<file path="config.mk">
export PLATFORM = sky130hd
export DESIGN_NAME = sbus_frame_receiver_core_flat
export DESIGN_NICKNAME = d
export VERILOG_FILES = /design/src/design/sfr_pkg.sv /design/src/design/sfr_if.sv /design/src/design/sfr_ram.sv /design/src/design/sbus_frame_receiver_core.sv /design/src/flat_wrapper.sv
export SDC_FILE = /design/constraint.sdc
export NUM_CORES = 1
export LEC_CHECK = 0
export ABC_AREA = 0
export BUFFER_PORTS_ARGS = -buffer_cell sky130_fd_sc_hd__buf_2
export CAP_MARGIN = 20
export CORE_MARGIN = 1
export CORE_UTILIZATION = 35
export CTS_BUF_LIST = sky130_fd_sc_hd__clkbuf_2
export CTS_CLUSTER_SIZE = 14
export DETAILED_ROUTE_END_ITERATION = 10
export SYNTH_ARGS = -nofsm -noshare
export SYNTH_HDL_FRONTEND = slang
export SYNTH_SLANG_ARGS = --single-unit
</file>
<file path="constraint.sdc">
create_clock -name clk_i -period 4.5 [get_ports clk_i]
set_input_delay 0.225 -clock clk_i [delete_from_list [all_inputs] [get_ports clk_i]]
set_output_delay 0.225 -clock clk_i [all_outputs]
set_load 0.01 [all_outputs]
</file>
<file path="src/design/sfr_pkg.sv">
// shared constants for the s.bus frame receiver
// no dependencies
`timescale 1ns / 1ps
`default_nettype none
package sfr_pkg;
  localparam int FRAME_BYTES     = 25;
  localparam int ANALOG_CHANNELS = 16;
  localparam int ADDR_W          = 5;
  localparam int BYTE_W          = 8;
  localparam int IDX_W           = 5;
  localparam int VAL_W           = 12;
  localparam int CNT_W           = 32;

  localparam logic [BYTE_W-1:0] START_MARK = 8'h0F;
  localparam logic [BYTE_W-1:0] END_SYNC1  = 8'h00;
  localparam logic [BYTE_W-1:0] END_VOLT   = 8'h04;
  localparam logic [BYTE_W-1:0] END_GPS    = 8'h14;
  localparam logic [BYTE_W-1:0] END_SYNC2A = 8'h24;
  localparam logic [BYTE_W-1:0] END_SYNC2B = 8'h34;
  localparam logic [BYTE_W-1:0] LEAD_VOLT  = 8'h03;
  localparam logic [BYTE_W-1:0] LEAD_GPS   = 8'h13;

  localparam logic [ADDR_W-1:0] FLAGS_POS     = 5'd23;
  localparam logic [ADDR_W-1:0] LAST_POS      = 5'd24;
  localparam logic [ADDR_W-1:0] VOLT_SLOT_LEN = 5'd3;
  localparam logic [ADDR_W-1:0] GPS_SLOT_LEN  = 5'd24;

  localparam logic [VAL_W-1:0] VAL_OFFSET  = 12'd874;
  localparam logic [VAL_W-1:0] DIGITAL_LO  = 12'd998;
  localparam logic [VAL_W-1:0] DIGITAL_HI  = 12'd1998;
  localparam logic [IDX_W-1:0] MAX_CH_RST  = 5'd18;
endpackage
`default_nettype wire

</file>
<file path="src/design/sfr_if.sv">
// valid/ready channel interfaces for the s.bus frame receiver
// depends on sfr_pkg
`timescale 1ns / 1ps
`default_nettype none
interface sfr_in_if;
  import sfr_pkg::*;
  logic              valid;
  logic              ready;
  logic [BYTE_W-1:0] rx_byte;
  modport source (output valid, output rx_byte, input ready);
  modport sink   (input valid, input rx_byte, output ready);
endinterface

interface sfr_cfg_if;
  import sfr_pkg::*;
  logic             valid;
  logic             ready;
  logic [IDX_W-1:0] chan_limit;
  modport source (output valid, output chan_limit, input ready);
  modport sink   (input valid, input chan_limit, output ready);
endinterface

interface sfr_out_if;
  import sfr_pkg::*;
  logic             valid;
  logic             ready;
  logic [IDX_W-1:0] channel_index;
  logic [VAL_W-1:0] channel_value;
  logic             failsafe;
  logic             frame_lost;
  logic [CNT_W-1:0] drop_count;
  logic             last;
  modport source (output valid, output channel_index, output channel_value,
                  output failsafe, output frame_lost, output drop_count,
                  output last, input ready);
  modport sink   (input valid, input channel_index, input channel_value,
                  input failsafe, input frame_lost, input drop_count,
                  input last, output ready);
endinterface
`default_nettype wire

</file>
<file path="src/design/sfr_ram.sv">
// generic single-write, single-read ram with registered read data
// no dependencies
`timescale 1ns / 1ps
`default_nettype none
module sfr_ram #(
  parameter int WIDTH = 8,
  parameter int DEPTH = 25
) (
  input  logic                     clk_i,
  input  logic                     we_i,
  input  logic [$clog2(DEPTH)-1:0] waddr_i,
  input  logic [WIDTH-1:0]         wdata_i,
  input  logic                     re_i,
  input  logic [$clog2(DEPTH)-1:0] raddr_i,
  output logic [WIDTH-1:0]         rdata_o
);
  logic [WIDTH-1:0] mem [DEPTH];

  always_ff @(posedge clk_i) begin
    if (we_i) begin
      mem[waddr_i] <= wdata_i;
    end
    if (re_i) begin
      rdata_o <= mem[raddr_i];
    end
  end
endmodule
`default_nettype wire

</file>
<file path="src/design/sbus_frame_receiver_core.sv">
// s.bus frame receiver: byte in, decoded channel items out
// depends on sfr_pkg, sfr_if and sfr_ram
//
// usage: rx_if takes one serial byte per item. res_if gives one item per
// reported channel of a good frame, last set on the final one. cfg_if writes
// chan_limit (reset 18), ready always high; write only while idle.
// the 25 frame bytes live in a ram with registered read data.
// a byte that does not complete a frame leaves rx ready high. a completed
// good frame first reads the flags byte, then for each analog channel makes
// three ram reads and a scale step, then takes one step per digital channel.
// a failed frame runs a scan for a later start byte, then a copy that moves
// the tail down.
// rx ready is high whenever no frame decode, scan or copy is running; the
// output register lets the next byte in while the final item waits.
// a stalled res_if holds the decode at the current channel.
// reset: desync, empty frame, drop count zero; no ram clearing needed.
`timescale 1ns / 1ps
`default_nettype none
module sbus_frame_receiver_core (
  input  logic      clk_i,
  input  logic      rst_ni,
  sfr_cfg_if.sink   cfg_if,
  sfr_in_if.sink    rx_if,
  sfr_out_if.source res_if
);
  import sfr_pkg::*;

  typedef enum logic [2:0] {
    S_DESYNC, S_START, S_SYNC1, S_SYNC2, S_VOLT, S_GPS
  } sync_e;

  typedef enum logic [2:0] {
    P_IDLE, P_FLAGS, P_CHAN, P_DIG, P_SCAN, P_COPY
  } phase_e;

  sync_e              sync_q;
  phase_e             phase_q;
  logic [ADDR_W-1:0]  fill_q;
  logic [BYTE_W-1:0]  byte0_q;
  logic [CNT_W-1:0]   drop_q;
  logic [IDX_W-1:0]   max_q;
  logic [BYTE_W-1:0]  flags_q;
  logic [3:0]         ch_q;
  logic [1:0]         k_q;
  logic               dig_q;
  logic [BYTE_W-1:0]  w0_q, w1_q;
  logic [ADDR_W-1:0]  scan_q, ra_q, found_q, cp_q;
  logic               rv_q;

  logic               res_valid_q, res_last_q, res_fs_q, res_lost_q;
  logic [IDX_W-1:0]   res_idx_q;
  logic [VAL_W-1:0]   res_val_q;
  logic [CNT_W-1:0]   res_drop_q;

  logic               ram_we, ram_re;
  logic [ADDR_W-1:0]  ram_waddr, ram_raddr;
  logic [BYTE_W-1:0]  ram_wdata, ram_rdata;

  logic               acc, in_frame, in_slot, out_free;
  logic [BYTE_W-1:0]  b;
  logic [7:0]         bit_w;
  logic [ADDR_W-1:0]  pos, nf, n_w, cp_last, src;
  logic [1:0]         koff;
  logic [23:0]        w24, sh;
  logic [13:0]        v5;
  logic [VAL_W-1:0]   scaled;

  sfr_ram #(.WIDTH(BYTE_W), .DEPTH(FRAME_BYTES)) u_store (
    .clk_i   (clk_i),
    .we_i    (ram_we),
    .waddr_i (ram_waddr),
    .wdata_i (ram_wdata),
    .re_i    (ram_re),
    .raddr_i (ram_raddr),
    .rdata_o (ram_rdata)
  );

  assign rx_if.ready  = (phase_q == P_IDLE);
  assign cfg_if.ready = 1'b1;
  assign acc      = rx_if.valid && rx_if.ready;
  assign b        = rx_if.rx_byte;
  assign in_frame = (sync_q == S_START) || (sync_q == S_SYNC1) || (sync_q == S_SYNC2);
  assign in_slot  = (sync_q == S_VOLT) || (sync_q == S_GPS);
  assign out_free = !res_valid_q || res_if.ready;
  assign nf       = fill_q + 5'd1;
  assign n_w      = (max_q > 5'(ANALOG_CHANNELS)) ? 5'(ANALOG_CHANNELS) : max_q;
  assign cp_last  = 5'(FRAME_BYTES) - found_q;
  assign src      = found_q + cp_q;

  // channel bit position and the three bytes that hold it
  assign bit_w  = {1'b0, ch_q, 3'b000} + {3'b000, ch_q, 1'b0} + {4'b0000, ch_q};
  assign pos    = 5'd1 + bit_w[7:3];
  assign koff   = (k_q == 2'd3) ? 2'd2 : k_q;
  assign w24    = {ram_rdata, w1_q, w0_q};
  assign sh     = w24 >> bit_w[2:0];
  assign v5     = {1'b0, sh[10:0], 2'b00} + {3'b000, sh[10:0]} + 14'd4;
  assign scaled = {1'b0, v5[13:3]} + VAL_OFFSET;

  always_comb begin
    ram_we    = 1'b0;
    ram_waddr = fill_q;
    ram_wdata = b;
    ram_re    = 1'b0;
    ram_raddr = '0;
    unique case (phase_q)
      P_IDLE: begin
        if (acc && (in_frame || in_slot)) begin
          ram_we = 1'b1;
        end else if (acc && sync_q == S_DESYNC && b == START_MARK) begin
          ram_we    = 1'b1;
          ram_waddr = '0;
        end
      end
      P_FLAGS: begin
        ram_re    = (k_q == 2'd0);
        ram_raddr = FLAGS_POS;
      end
      P_CHAN: begin
        ram_re    = (k_q != 2'd3);
        ram_raddr = pos + {3'b000, koff};
      end
      P_DIG: ;
      P_SCAN: begin
        ram_re    = (scan_q <= LAST_POS);
        ram_raddr = scan_q;
      end
      P_COPY: begin
        ram_re    = (src <= LAST_POS);
        ram_raddr = src;
        ram_we    = (cp_q != '0);
        ram_waddr = cp_q - 5'd1;
        ram_wdata = ram_rdata;
      end
      default: ;
    endcase
  end

  always_ff @(posedge clk_i or negedge rst_ni) begin
    if (!rst_ni) begin
      sync_q      <= S_DESYNC;
      phase_q     <= P_IDLE;
      fill_q      <= '0;
      drop_q      <= '0;
      max_q       <= MAX_CH_RST;
      res_valid_q <= 1'b0;
      k_q         <= '0;
      ch_q        <= '0;
      dig_q       <= 1'b0;
      rv_q        <= 1'b0;
      scan_q      <= '0;
      cp_q        <= '0;
    end else begin
      if (cfg_if.valid) begin
        max_q <= cfg_if.chan_limit;
      end
      if (res_if.ready) begin
        res_valid_q <= 1'b0;
      end
      unique case (phase_q)
        P_IDLE: begin
          if (acc) begin
            if (sync_q == S_DESYNC) begin
              if (b == START_MARK) begin
                sync_q  <= S_START;
                byte0_q <= b;
                fill_q  <= 5'd1;
              end
            end else if (in_frame) begin
              if (fill_q == '0) begin
                byte0_q <= b;
              end
              if (nf == 5'(FRAME_BYTES)) begin
                if (byte0_q != START_MARK) begin
                  drop_q  <= drop_q + 32'd1;
                  sync_q  <= S_DESYNC;
                  phase_q <= P_SCAN;
                  scan_q  <= 5'd1;
                  rv_q    <= 1'b0;
                end else begin
                  case (b) inside
                    END_SYNC1:              sync_q <= S_SYNC1;
                    END_VOLT:               sync_q <= S_VOLT;
                    END_GPS:                sync_q <= S_GPS;
                    END_SYNC2A, END_SYNC2B: sync_q <= S_SYNC2;
                    default:                sync_q <= S_DESYNC;
                  endcase
                  if (b == END_SYNC1 || b == END_VOLT || b == END_GPS ||
                      b == END_SYNC2A || b == END_SYNC2B) begin
                    fill_q <= '0;
                    k_q    <= '0;
                    ch_q   <= '0;
                    if (max_q != '0) begin
                      phase_q <= P_FLAGS;
                    end
                  end else begin
                    phase_q <= P_SCAN;
                    scan_q  <= 5'd1;
                    rv_q    <= 1'b0;
                  end
                end
              end else begin
                fill_q <= nf;
              end
            end else if (in_slot) begin
              if (fill_q == '0) begin
                byte0_q <= b;
              end
              fill_q <= nf;
              // a slot that opens with a start byte is really a frame
              if (nf == 5'd1 && b == START_MARK) begin
                sync_q <= S_SYNC2;
              end
              if (nf >= ((sync_q == S_VOLT) ? VOLT_SLOT_LEN : GPS_SLOT_LEN)) begin
                if (byte0_q == ((sync_q == S_VOLT) ? LEAD_VOLT : LEAD_GPS)) begin
                  fill_q <= '0;
                end else begin
                  sync_q <= S_DESYNC;
                  drop_q <= drop_q + 32'd1;
                end
              end
            end
          end
        end
        P_FLAGS: begin
          if (k_q == 2'd0) begin
            k_q <= 2'd1;
          end else begin
            flags_q <= ram_rdata;
            k_q     <= '0;
            phase_q <= P_CHAN;
          end
        end
        P_CHAN: begin
          case (k_q)
            2'd0: k_q <= 2'd1;
            2'd1: begin
              w0_q <= ram_rdata;
              k_q  <= 2'd2;
            end
            2'd2: begin
              w1_q <= ram_rdata;
              k_q  <= 2'd3;
            end
            default: begin
              if (out_free) begin
                res_valid_q <= 1'b1;
                res_idx_q   <= {1'b0, ch_q};
                res_val_q   <= scaled;
                res_fs_q    <= flags_q[3];
                res_lost_q  <= flags_q[3] | flags_q[2];
                res_drop_q  <= drop_q;
                res_last_q  <= ({1'b0, ch_q} == n_w - 5'd1) && (max_q <= 5'd17);
                k_q         <= '0;
                if ({1'b0, ch_q} == n_w - 5'd1) begin
                  if (max_q > 5'd17) begin
                    phase_q <= P_DIG;
                    dig_q   <= 1'b0;
                  end else begin
                    phase_q <= P_IDLE;
                  end
                end else begin
                  ch_q <= ch_q + 4'd1;
                end
              end
            end
          endcase
        end
        P_DIG: begin
          if (out_free) begin
            res_valid_q <= 1'b1;
            res_idx_q   <= 5'(ANALOG_CHANNELS) + {4'b0000, dig_q};
            res_val_q   <= flags_q[dig_q] ? DIGITAL_HI : DIGITAL_LO;
            res_fs_q    <= flags_q[3];
            res_lost_q  <= flags_q[3] | flags_q[2];
            res_drop_q  <= drop_q;
            res_last_q  <= dig_q;
            dig_q       <= 1'b1;
            if (dig_q) begin
              phase_q <= P_IDLE;
            end
          end
        end
        P_SCAN: begin
          if (scan_q <= LAST_POS) begin
            scan_q <= scan_q + 5'd1;
          end
          rv_q <= (scan_q <= LAST_POS);
          ra_q <= scan_q;
          if (rv_q) begin
            if (ram_rdata == START_MARK) begin
              found_q <= ra_q;
              cp_q    <= '0;
              phase_q <= P_COPY;
            end else if (ra_q == LAST_POS) begin
              fill_q  <= '0;
              phase_q <= P_IDLE;
            end
          end
        end
        P_COPY: begin
          cp_q <= cp_q + 5'd1;
          if (cp_q == cp_last) begin
            fill_q  <= cp_last;
            sync_q  <= S_START;
            byte0_q <= START_MARK;
            phase_q <= P_IDLE;
          end
        end
        default: phase_q <= P_IDLE;
      endcase
    end
  end

  assign res_if.valid         = res_valid_q;
  assign res_if.channel_index = res_idx_q;
  assign res_if.channel_value = res_val_q;
  assign res_if.failsafe      = res_fs_q;
  assign res_if.frame_lost    = res_lost_q;
  assign res_if.drop_count    = res_drop_q;
  assign res_if.last          = res_last_q;

  a_fill_below_frame: assert property (@(posedge clk_i) disable iff (!rst_ni)
    fill_q < 5'(FRAME_BYTES))
    else $error("fill count reached frame length");

  a_copy_has_source: assert property (@(posedge clk_i) disable iff (!rst_ni)
    (phase_q == P_COPY) |-> (found_q != '0))
    else $error("copy without a found start byte");

  a_chan_in_range: assert property (@(posedge clk_i) disable iff (!rst_ni)
    (phase_q == P_CHAN) |-> ({1'b0, ch_q} < n_w))
    else $error("channel counter beyond reported count");
endmodule
`default_nettype wire
</file>
<file path="src/flat_wrapper.sv">
// flat-port wrapper written by rule: the top's interface ports become plain ports
module sbus_frame_receiver_core_flat import sfr_pkg::*;
  (clk_i, rst_ni, cfg_if_valid, cfg_if_chan_limit, cfg_if_ready, rx_if_valid, rx_if_rx_byte, rx_if_ready, res_if_valid, res_if_channel_index, res_if_channel_value, res_if_failsafe, res_if_frame_lost, res_if_drop_count, res_if_last, res_if_ready);
  sfr_cfg_if cfg_if_i ();
  sfr_in_if rx_if_i ();
  sfr_out_if res_if_i ();
  input  logic clk_i;
  input  logic rst_ni;
  input wire logic [$bits(cfg_if_i.valid)-1:0] cfg_if_valid;
  input wire logic [$bits(cfg_if_i.chan_limit)-1:0] cfg_if_chan_limit;
  output wire logic [$bits(cfg_if_i.ready)-1:0] cfg_if_ready;
  input wire logic [$bits(rx_if_i.valid)-1:0] rx_if_valid;
  input wire logic [$bits(rx_if_i.rx_byte)-1:0] rx_if_rx_byte;
  output wire logic [$bits(rx_if_i.ready)-1:0] rx_if_ready;
  output wire logic [$bits(res_if_i.valid)-1:0] res_if_valid;
  output wire logic [$bits(res_if_i.channel_index)-1:0] res_if_channel_index;
  output wire logic [$bits(res_if_i.channel_value)-1:0] res_if_channel_value;
  output wire logic [$bits(res_if_i.failsafe)-1:0] res_if_failsafe;
  output wire logic [$bits(res_if_i.frame_lost)-1:0] res_if_frame_lost;
  output wire logic [$bits(res_if_i.drop_count)-1:0] res_if_drop_count;
  output wire logic [$bits(res_if_i.last)-1:0] res_if_last;
  input wire logic [$bits(res_if_i.ready)-1:0] res_if_ready;
  assign cfg_if_i.valid = cfg_if_valid;
  assign cfg_if_i.chan_limit = cfg_if_chan_limit;
  assign cfg_if_ready = cfg_if_i.ready;
  assign rx_if_i.valid = rx_if_valid;
  assign rx_if_i.rx_byte = rx_if_rx_byte;
  assign rx_if_ready = rx_if_i.ready;
  assign res_if_valid = res_if_i.valid;
  assign res_if_channel_index = res_if_i.channel_index;
  assign res_if_channel_value = res_if_i.channel_value;
  assign res_if_failsafe = res_if_i.failsafe;
  assign res_if_frame_lost = res_if_i.frame_lost;
  assign res_if_drop_count = res_if_i.drop_count;
  assign res_if_last = res_if_i.last;
  assign res_if_i.ready = res_if_ready;
  sbus_frame_receiver_core u_core (.clk_i(clk_i), .rst_ni(rst_ni), .cfg_if(cfg_if_i), .rx_if(rx_if_i), .res_if(res_if_i));
endmodule
</file>
==> key figures, run 1 <==
Status
  • Status: complete, no violations

STA
  • Final hold vios: 0
  • Max-slew violations: 0
  • Final Critical Period: 4.34 ns
  • Setup-failing EPs final: 0
  • Max Freq: 0.231 GHz
  • Worst-Margin Slew: 1.01 ns
  • RSZ-0062 raised after global routing: yes
  • Final period utilization: 96.4%
  • Setup total negative slack: 0 ns
  • Relative slew margins: 32.2%
  • Post-route clock skew: 0.115 ns

Global routing
  • First-pass GRT wire length: 63200 µm
  • Total grt overflow: 0
  • Initial antenna violation count: 2
  • Vias in the first global route: 11.3k
  • Largest net degree at the start of global routing: 41
  • Total GRT Usage: 16.3%

Synthesis
  • Post-synth EDFFs: 298
  • Async SR Flop Fraction: 18.4%
  • Unique masters post-synth: 78
  • Mapped cell area: 0.0174 mm²
  • Post-synth top flop: edfxtp_1
  • Synth warn: 0
  • Mapped Cells: 1260
  • Synth cell count leaders: 298 x edfxtp_1, 117 x nand2_1, 84 x nor2_1, 65 x dfrtp_1, 61 x mux2i_1
  • Syn nets: 1332
  • Most frequent cell after synthesis: edfxtp_1
  • Synth top area share: 51.3%
  • Syn Area/Cell: 13.8 µm²
  • Area contributors post-synth: edfxtp_1 51%, dfrtp_1 9.3%, mux4_2 6.7%, ha_1 3.5%, mux2i_1 3.5%
  • Post-synthesis sequential area ratio: 60.9%
  • Leading area contributor after synthesis: edfxtp_1
  • Synth Register Bits: 365

Finish
  • Design area: 0.0202 mm²
  • Final nets: 1545
  • Multi-input logic area: 0.00652 mm²
  • Share of post-route cells with drive strength above 1: 25.9%
  • Post-Layout Cell Count: 2218
  • Register area: 0.0106 mm²
  • Filler instances: 4606
  • Area Growth Syn to Fin: 15.9%

Routing
  • Post-route ant nets: 0
  • WL per Instance: 18.3 µm
  • First drt pass iteration count: 5
  • DR vias: 11.3k
  • WL final: 40600 µm
  • Remaining DRCs: 0
  • Vias per Instance: 5.09
  • Starting DRC count in detailed routing: 761

Clock tree
  • CTS Buf Count: 93
  • CTS root buffer: clkbuf_2
  • Post-CTS setup buffers: 0
  • Reg clk slew, reported paths: 0.10 ns
  • Sink Count: 365
  • Clk buf depth: 3
  • CTS tree: done
  • H-tree levels: 3
  • Clock network latency to the later pin of the worst-skew pair: 1.09 ns

Place
  • DP HPWL: 27000 µm
  • Post-placement cell area: 0.0190 mm²
  • # port buffers: 71
  • Placed Cells: 2011
  • Routability cong.: 0.867

Job
  • Max-Cap Viols: 0

Floorplan
  • Placement row count: 81
  • Die area: 0.0507 mm²
  • Initial cell density of the core: 35.6%
  • Core ar.: 0.0491 mm²
  • Die Ht: 225 µm
  • Chip Width: 225 µm
  • # IOs: 73

Worst setup path
  • Crit start category: register
  • Worst-path fanout max: 9
  • CP Class: reg -> reg
  • Arrival @ worst endpoint: 5.18 ns
  • WP data required: 5.34 ns
  • CP endpoint kind: register

Min path
  • Worst Hold Class: in -> reg
==> registers in the layout (all words and copies together) (netlist names), 2 cells and up <==
| register | flops |
|---|---|
| u_core.u_store.rdata_o | 8 |
| u_core.sync_q | 3 |
| u_core.k_q | 2 |
| u_core.w0_q | 8 |
| u_core.scan_q | 5 |
| u_core.res_if.channel_value | 12 |
| u_core.flags_q | 4 |
| u_core.ch_q | 4 |
| u_core.res_if.channel_index | 5 |
| u_core.ra_q | 5 |
| u_core.res_if.drop_count | 32 |
| u_core.w1_q | 8 |
| u_core.u_store.mem | 200 |
| u_core.fill_q | 5 |
| u_core.phase_q | 3 |
| u_core.drop_q | 32 |
| u_core.max_q | 5 |
| u_core.byte0_q | 8 |
| u_core.found_q | 5 |
| u_core.cp_q | 5 |
==> kinds of logic after synthesis <==
group           count (synthesis)  synth area share, %
mux                           143                 12.2
compound gates                187                 7.19
buf+inv                        87                 2.18
xor+xnor                       66                 3.39
flops                         365                 60.9
fa+ha+maj                      54                 4.09
other cells                     1               0.0215
simple gates                  357                 10.0
==> critical path, cell delays in order, from the launching register on <==
cell      delay, ns
dfrtp_1        0.43
ha_4           0.33
buf_6          0.16
mux2i_1        0.26
a21oi_1        0.10
nor2_1         0.09
a21oi_1        0.07
ha_1           0.30
ha_1           0.16
inv_1          0.06
fa_1           0.49
inv_1          0.06
a22o_1         0.23
a211oi_2       0.26
nor2b_1        0.09
o31a_1         0.26
or4_1          0.50
a31o_2         0.24
==> path summary, 6_finish.rpt <==
check,depth (start not counted),slack (ns),to,start
max,17,0.16,u_core.res_if.channel_value[10],u_core.ch_q[1]
min,4,0.12,u_core.res_if.valid,res_if_ready
max reg2reg,17,0.16,u_core.res_if.channel_value[10],u_core.ch_q[1]
min reg2reg,0,0.47,u_core.found_q[3],u_core.ra_q[3]
max in group asynchronous,5,3.19,u_core.drop_q[3],rst_ni
min in group asynchronous,4,0.37,u_core.ch_q[3],rst_ni
==> layer usage <==
| metal | GRT usage [%] | vias to the layer above | wire length [µm] |
|---|---|---|---|
| met2 | 26.0 | 315 | 19400 |
| met3 | 3.87 | 64 | 2390 |
| met4 | 5.33 | 0 | 729 |
| met5 | 0 | - | 0 |
| li1 | - | 5278 | - |
| met1 | 21.8 | 5631 | 18100 |
==> cells in the final DEF, fill, tap and decap left out, types with 7 or more instances in the layout <==
cell and instances:
edfxtp_1 298, clkbuf_2 138, nand2_1 117, nor2_1 82, buf_2 71, dfrtp_1 65
mux2i_1 59, buf_4 58, mux4_2 52, o21ai_0 50, xnor2_1 50, ha_1 47
a21oi_1 44, inv_1 37, mux2_2 30, dlygate4sd3_1 30, nand3_1 26, clkinv_1 24
nor3_1 18, nand2b_1 17, xor2_1 15, nand4_1 14, nor2b_1 13, o22ai_1 9
and3_1 9, and2_1 9, nor4_1 8, a21o_1 7, or4_1 7
==> timing repair <==
item / in CTS / in global routing
pin swaps: 0 / 1
resized for setup: 1 / 11
cloned: 0 / 0
endpoints found under the hold margin: 175 / 0
setup endpoints to repair: 1 / 7
hold buffers: 30 / 0
==> layout make-up <==
class / instances / share of cell area [%]
clock inverter: 34 / 0.922
timing repair buffer: 166 / 6.01
multi-input combinational: 808 / 32.2
clock buffer: 138 / 3.41
antenna: 4 / 0.0495
sequential: 365 / 52.5
inverter: 39 / 0.724
tap: 664 / 4.11
==> per-stage QoR <==
step | hold WS (ns) | worst slack, ns | util [%]
final | 0.115 | 0.164 | 41.2
after global routing | 0.0357 | -0.0460 | 41.2
after CTS | 0.00689 | 0.0116 | 41.1
after detailed placement | 0.352 | -0.0444 | 38.7
after global placement | 0.350 | 0.0516 | 38.7
after floorplan | -0.0706 | 0.0189 | -
Power of run 1 is not shown: default switching activity piles up to over one toggle a cycle in this logic, so the estimate is an artifact.
==> inputs of run 2 (changes only) <==
==> constraint.sdc (replaced) <==
create_clock -name clk_i -period 4.5 [get_ports clk_i]
set_input_delay 0.9 -clock clk_i [delete_from_list [all_inputs] [get_ports clk_i]]
set_output_delay 0.9 -clock clk_i [all_outputs]
set_load 0.01 [all_outputs]
==> run 2 against run 1 <==
Effect of this change:
- fmax increased by 0.14%
- register-to-register slack about the same
- setup slack improved by 0.0062 ns
- design area decreased by 1.4%
- global-route usage is essentially flat
- hold slack better by 0.065 ns
- clock skew rose by 0.026 ns
- via count is 1.4% lower
- clock-buffer cell count is 7 lower
- highest routed layer unchanged
==> key figures, run 2 (synthesis gave the netlist of run 1 again) <==
Floorplan
  • Die Ht: 225 µm (unchanged)
  • Core ar.: 0.0491 mm² (unchanged)
  • Chip Width: 225 µm (unchanged)
  • Placement row count: 81 (unchanged)
  • Initial cell density of the core: 35.6% (unchanged)
  • Die area: 0.0507 mm² (unchanged)
  • # IOs: 73 (unchanged)

STA
  • Worst-Margin Slew: 1.06 ns (+0.0426 ns)
  • Post-route clock skew: 0.141 ns (+0.0263 ns)
  • Final worst-path setup slack: 0.170 ns (+0.00624 ns)
  • Setup-failing EPs final: 0 (unchanged)
  • Max-slew violations: 0 (unchanged)
  • Final hold vios: 0 (unchanged)
  • Setup total negative slack: 0 ns (unchanged)
  • Final period utilization: 96.2% (-0.14 points)
  • Relative slew margins: 28.9% (-3.3 points)
  • Final Critical Period: 4.33 ns (-0.00624 ns)
  • Max Freq: 0.231 GHz (+0.14%)

Place
  • Routability cong.: 0.879 (+1.5%)
  • Post-placement cell area: 0.0189 mm² (-0.38%)
  • DP HPWL: 26900 µm (-0.37%)
  • Setup WS pre-CTS: -0.0639 ns (-0.0195 ns)
  • # port buffers: 71 (unchanged)

Finish
  • Largest register FFs: 200 (unchanged)
  • Register area: 0.0106 mm² (unchanged)
  • Share of post-route cells with drive strength above 1: 26.5% (+0.53 points)
  • Design area: 0.0200 mm² (-1.4%)
  • Most frequent cells in the layout: 298 x edfxtp_1, 131 x clkbuf_2, 117 x nand2_1, 80 x nor2_1, 71 x buf_2
  • Final nets: 1517 (-1.8%)
  • Most flops, register: u_core.u_store.mem
  • Commonest non-fill, non-tap cell in the layout: edfxtp_1
  • Multi-input logic area: 0.00661 mm² (+1.4%)
  • Area Growth Syn to Fin: 14.4%
  • Filler instances: 4650 (+0.96%)

Routing
  • Post-route ant nets: 0 (unchanged)
  • Vias per Instance: 5.13 (+0.80%)
  • WL per Instance: 18.7 µm (+1.9%)
  • Remaining DRCs: 0 (unchanged)
  • Starting DRC count in detailed routing: 919 (+21%)
  • DR vias: 11.1k (-1.4%)
  • First drt pass iteration count: 5 (unchanged)
  • WL final: 40500 µm (-0.34%)

Global routing
  • Total GRT Usage: 16.3% (about the same)
  • Vias in the first global route: 11.3k (-0.12%)
  • Largest net degree at the start of global routing: 49 (+20%)
  • Total grt overflow: 0 (unchanged)
  • Initial antenna violation count: 2 (unchanged)
  • First-pass GRT wire length: 63000 µm (-0.27%)

Job
  • Max-Cap Viols: 0 (unchanged)

Clock tree
  • CTS Buf Count: 93 (unchanged)
  • Sink Count: 365 (unchanged)
  • Clock network latency to the later pin of the worst-skew pair: 1.04 ns (-0.05 ns)
  • CTS root buffer: clkbuf_2
  • Clk buf depth: 3 (unchanged)
  • CTS tree: done
  • H-tree levels: 3 (unchanged)
  • Reg clk slew, reported paths: 0.11 ns (about the same)

Worst setup path
  • Crit-path max cell delay: 0.56 ns (+0.06 ns)
  • Critical-path top delay cell: fa_2
  • Buffers and inverters on the worst path: 3 (unchanged)
  • Crit start category: register
  • Worst-path fanout max: 7 (-2)
  • CP endpoint kind: register
  • Arrival @ worst endpoint: 5.09 ns (-0.09 ns)
  • CP Class: reg -> reg
  • Crit-path leading delay family: adder cells
  • WP data required: 5.26 ns (-0.08 ns)
  • Critical path, cell by cell: ha_4 -> buf_12 -> mux2i_4 -> a21oi_2 -> nor2_1 -> a21oi_2 -> ha_1 -> ha_4 -> inv_1 -> fa_2 -> inv_2 -> a22o_1 -> a211oi_2 -> nor2b_1 -> o31a_1 -> or4_1 -> a31o_2

Status
  • Status: complete, no violations

Min path
  • Worst Hold Class: in -> reg
[run 2: cell types whose count changed in the layout (fill, tap and decap cells not counted), sizes merged]
cell	delta
clkbuf	-6
clkinv	-6
dlygate4sd3	-24
clkinvlp	-1
bufinv	-1
diode	-2
inv	-3
buf	-5
[run 2: path summary, 6_finish.rpt]
path	cells after the start	startpoint	endpoint	slack [ns]
min in group asynchronous	3	rst_ni	u_core.ch_q[2]	0.51
max	17	u_core.ch_q[1]	u_core.res_if.channel_value[10]	0.17
max reg2reg	17	u_core.ch_q[1]	u_core.res_if.channel_value[10]	0.17
min	2	cfg_if_chan_limit[4]	u_core.max_q[4]	0.18
min reg2reg	0	u_core.ra_q[4]	u_core.found_q[4]	0.42
max in group asynchronous	4	rst_ni	u_core.drop_q[27]	3.00
[run 2: area by class of cell]
type | count | area share (%)
diodes | 2 | 0.0251
clock inverters | 23 | 0.533
inverters | 39 | 0.734
repair buffers | 138 | 4.86
flip-flops and latches | 365 | 53.3
well taps | 664 | 4.16
multi-input cells | 808 | 33.1
clock buffers | 131 | 3.29
[run 2: what timing repair did]
action                                 4_1_cts  5_1_grt
hold buffers                                 6        0
setup endpoints to repair                    1        6
pin swaps                                    0       10
endpoints found under the hold margin       30        0
gates resized for setup                      3       35
cloned                                       0        1
setup buffers                                0        2
[run 2: per-layer routing]
layer	GRT usage [%]	vias up	routed length [µm]	share of wire, %
met2	25.7	299	18900	47
met1	21.3	5531	18000	44
li1	-	5202	-	-
met4	7.55	0	1290	3.2
met5	0	-	0	0
met3	3.94	100	2240	5.5
[run 2: worst register-to-register path: stages (launching register included)]
cell	delay (ns)
dfrtp_1	0.43
ha_4	0.37
buf_12	0.15
mux2i_4	0.25
a21oi_2	0.08
nor2_1	0.14
a21oi_2	0.05
ha_1	0.32
ha_4	0.14
inv_1	0.06
fa_2	0.56
inv_2	0.04
a22o_1	0.23
a211oi_2	0.22
nor2b_1	0.10
o31a_1	0.30
or4_1	0.41
a31o_2	0.24
[run 2: per-stage QoR]
stage | cells | util (%) | hold WS [ns]
floorplan | 1260 | - | 0.417
global placement | 2003 | 38.5 | 0.445
detailed placement | 2003 | 38.5 | 0.439
CTS | 2163 | 40.2 | 0.0219
global route | 2170 | 40.7 | 0.0818
finish | 2170 | 40.7 | 0.180
Power of run 2 is left out for the same reason.
==> inputs of run 3 (changes only) <==
- PLACE_DENSITY_LB_ADDON: not set -> 0.12
- SETUP_SLACK_MARGIN: not set -> 0.5
==> run 3 against run 2 <==
Effect of this change:
- setup slack better by 0.21 ns
- hold slack got worse by 0.011 ns
- via count up 0.49%
- clock skew is 0.053 ns lower
- core utilization rose by 1.6 points
- flip-flop and latch count did not move
- critical path depth fell by 1
- design area is 3.9% higher
- routed wire length up 9.2%
- critical path type unchanged
==> key figures, run 3 (synthesis gave the netlist of run 1 again) <==
Worst setup path
  • Arrival @ worst endpoint: 4.96 ns (-0.13 ns)
  • Crit-path leading delay family: adder cells
  • Critical path, cell by cell: ha_4 -> buf_12 -> buf_8 -> mux2_4 -> mux2i_4 -> mux2i_2 -> ha_4 -> inv_2 -> fa_2 -> inv_2 -> a22o_1 -> a211oi_2 -> nor2b_2 -> o31a_1 -> or4_1 -> a31o_2
  • CP Class: reg -> reg
  • CP endpoint kind: register
  • WP data required: 5.34 ns (+0.08 ns)
  • Crit start category: register
  • Critical-path top delay cell: fa_2
  • Buffers and inverters on the worst path: 4 (+1)
  • Worst-path fanout max: 6 (-1)
  • Crit-path max cell delay: 0.57 ns (about the same)

Global routing
  • Total GRT Usage: 17.8% (+1.5 points)
  • Initial antenna violation count: 2 (unchanged)
  • Vias in the first global route: 11.3k (+0.24%)
  • First-pass GRT wire length: 67500 µm (+7.2%)
  • Total grt overflow: 0 (unchanged)
  • Largest net degree at the start of global routing: 42 (-14%)

Routing
  • Routed wl met2: 21400 µm (+13%)
  • Vias per Instance: 5.03 (-2.0%)
  • Remaining DRCs: 0 (unchanged)
  • M1 wire length: 20100 µm (+12%)
  • Starting DRC count in detailed routing: 663 (-28%)
  • WL per Instance: 19.9 µm (+6.5%)
  • Max layer used: met4
  • Met3 routed WL: 1720 µm (-24%)
  • Post-route ant nets: 0 (unchanged)
  • WL final: 44200 µm (+9.2%)
  • First drt pass iteration count: 5 (unchanged)
  • DR vias: 11.2k (+0.49%)

STA
  • Relative slew margins: 38.5% (+9.6 points)
  • Setup-failing EPs final: 0 (unchanged)
  • RSZ-0062 raised after global routing: yes
  • Max-slew violations: 0 (unchanged)
  • Setup total negative slack: 0 ns (unchanged)
  • Final period utilization: 91.5% (-4.7 points)
  • Post-route clock skew: 0.0879 ns (-0.0533 ns)
  • Worst-Margin Slew: 0.920 ns (-0.137 ns)
  • Final hold vios: 0 (unchanged)
  • Final Critical Period: 4.12 ns (-0.213 ns)
  • Max Freq: 0.243 GHz (+5.2%)

Finish
  • Largest register FFs: 200 (unchanged)
  • Commonest non-fill, non-tap cell in the layout: edfxtp_1
  • Share of post-route cells with drive strength above 1: 31.3% (+4.8 points)
  • Final nets: 1561 (+2.9%)
  • Most flops, register: u_core.u_store.mem
  • Filler instances: 4677 (+0.58%)
  • Most frequent cells in the layout: 298 x edfxtp_1, 143 x clkbuf_2, 116 x nand2_1, 81 x nor2_1, 80 x buf_4
  • Area Growth Syn to Fin: 18.9%

Clock tree
  • Sink Count: 365 (unchanged)
  • CTS tree: done
  • H-tree levels: 3 (unchanged)
  • Reg clk slew, reported paths: 0.12 ns (about the same)
  • Clk buf depth: 3 (unchanged)
  • Clock network latency to the later pin of the worst-skew pair: 1.07 ns (+0.03 ns)
  • CTS Buf Count: 96 (+3.2%)
  • CTS root buffer: clkbuf_2

Place
  • # port buffers: 71 (unchanged)
  • Routability cong.: 0.827 (-6.0%)
  • DP HPWL: 28600 µm (+6.4%)

Floorplan
  • Initial cell density of the core: 35.6% (unchanged)
  • Placement row count: 81 (unchanged)
  • Chip Width: 225 µm (unchanged)
  • # IOs: 73 (unchanged)
  • Core ar.: 0.0491 mm² (unchanged)
  • Die area: 0.0507 mm² (unchanged)
  • Die Ht: 225 µm (unchanged)

Job
  • Max-Cap Viols: 0 (unchanged)

Status
  • Status: complete, no violations

Min path
  • Worst Hold Class: in -> reg
-- run 3: worst register-to-register path, stage by stage (launching register included) --
cell	delay, ns
dfrtp_1	0.43
ha_4	0.30
buf_12	0.11
buf_8	0.13
mux2_4	0.33
mux2i_4	0.17
mux2i_2	0.13
ha_4	0.32
inv_2	0.04
fa_2	0.57
inv_2	0.05
a22o_1	0.21
a211oi_2	0.22
nor2b_2	0.07
o31a_1	0.26
or4_1	0.40
a31o_2	0.24
-- run 3: layout make-up --
| type | count | area (µm²) | share of cell area [%] |
|---|---|---|---|
| diodes | 2 | 5.00 | 0.0241 |
| repair buffers | 179 | 1400 | 6.75 |
| inverters | 39 | 150 | 0.724 |
| well taps | 664 | 831 | 4.01 |
| clock inverters | 26 | 135 | 0.652 |
| multi-input cells | 808 | 6870 | 33.1 |
| flip-flops and latches | 365 | 10600 | 51.3 |
| clock buffers | 143 | 716 | 3.45 |
-- run 3: path summary, 6_finish.rpt --
| path | cells after the start | from | end | slack [ns] |
|---|---|---|---|---|
| min | 2 | cfg_if_valid | u_core.max_q[4] | 0.17 |
| min reg2reg | 0 | u_core.ra_q[4] | u_core.found_q[4] | 0.45 |
| max | 16 | u_core.ch_q[0] | u_core.res_if.channel_value[10] | 0.38 |
| min in group asynchronous | 2 | rst_ni | u_core.drop_q[27] | 0.31 |
| max reg2reg | 16 | u_core.ch_q[0] | u_core.res_if.channel_value[10] | 0.38 |
| max in group asynchronous | 3 | rst_ni | u_core.ch_q[1] | 3.16 |
-- run 3: stage by stage --
stage | instances | hold WS (ns) | setup WS [ns] | cell area (µm²) | util [%]
CTS | 2210 | 0.0125 | 0.321 | 20400 | 41.5
detailed placement | 2009 | 0.438 | 0.122 | 19000 | 38.8
floorplan | 1260 | 0.417 | 0.293 | 17500 | -
finish | 2226 | 0.168 | 0.383 | 20700 | 42.3
global placement | 2009 | 0.432 | 0.130 | 19000 | 38.8
global route | 2226 | 0.0417 | 0.216 | 20700 | 42.3
-- run 3: what timing repair did --
item                                    CTS  global route
hold buffers                              7             0
pin swaps                                16            17
endpoints found under the setup margin   13            14
gates resized for setup                  42            47
setup buffers                            23            12
hold endpoints to repair                 34             0
gates cloned                              2             0
-- run 3: metal layers --
| layer | GRT usage (%) | up-vias |
|---|---|---|
| met1 | 23.7 | 5594 |
| met5 | 0 | - |
| li1 | - | 5304 |
| met4 | 6.30 | 0 |
| met2 | 28.7 | 219 |
| met3 | 3.89 | 69 |
Power of run 3 is left out for the same reason.
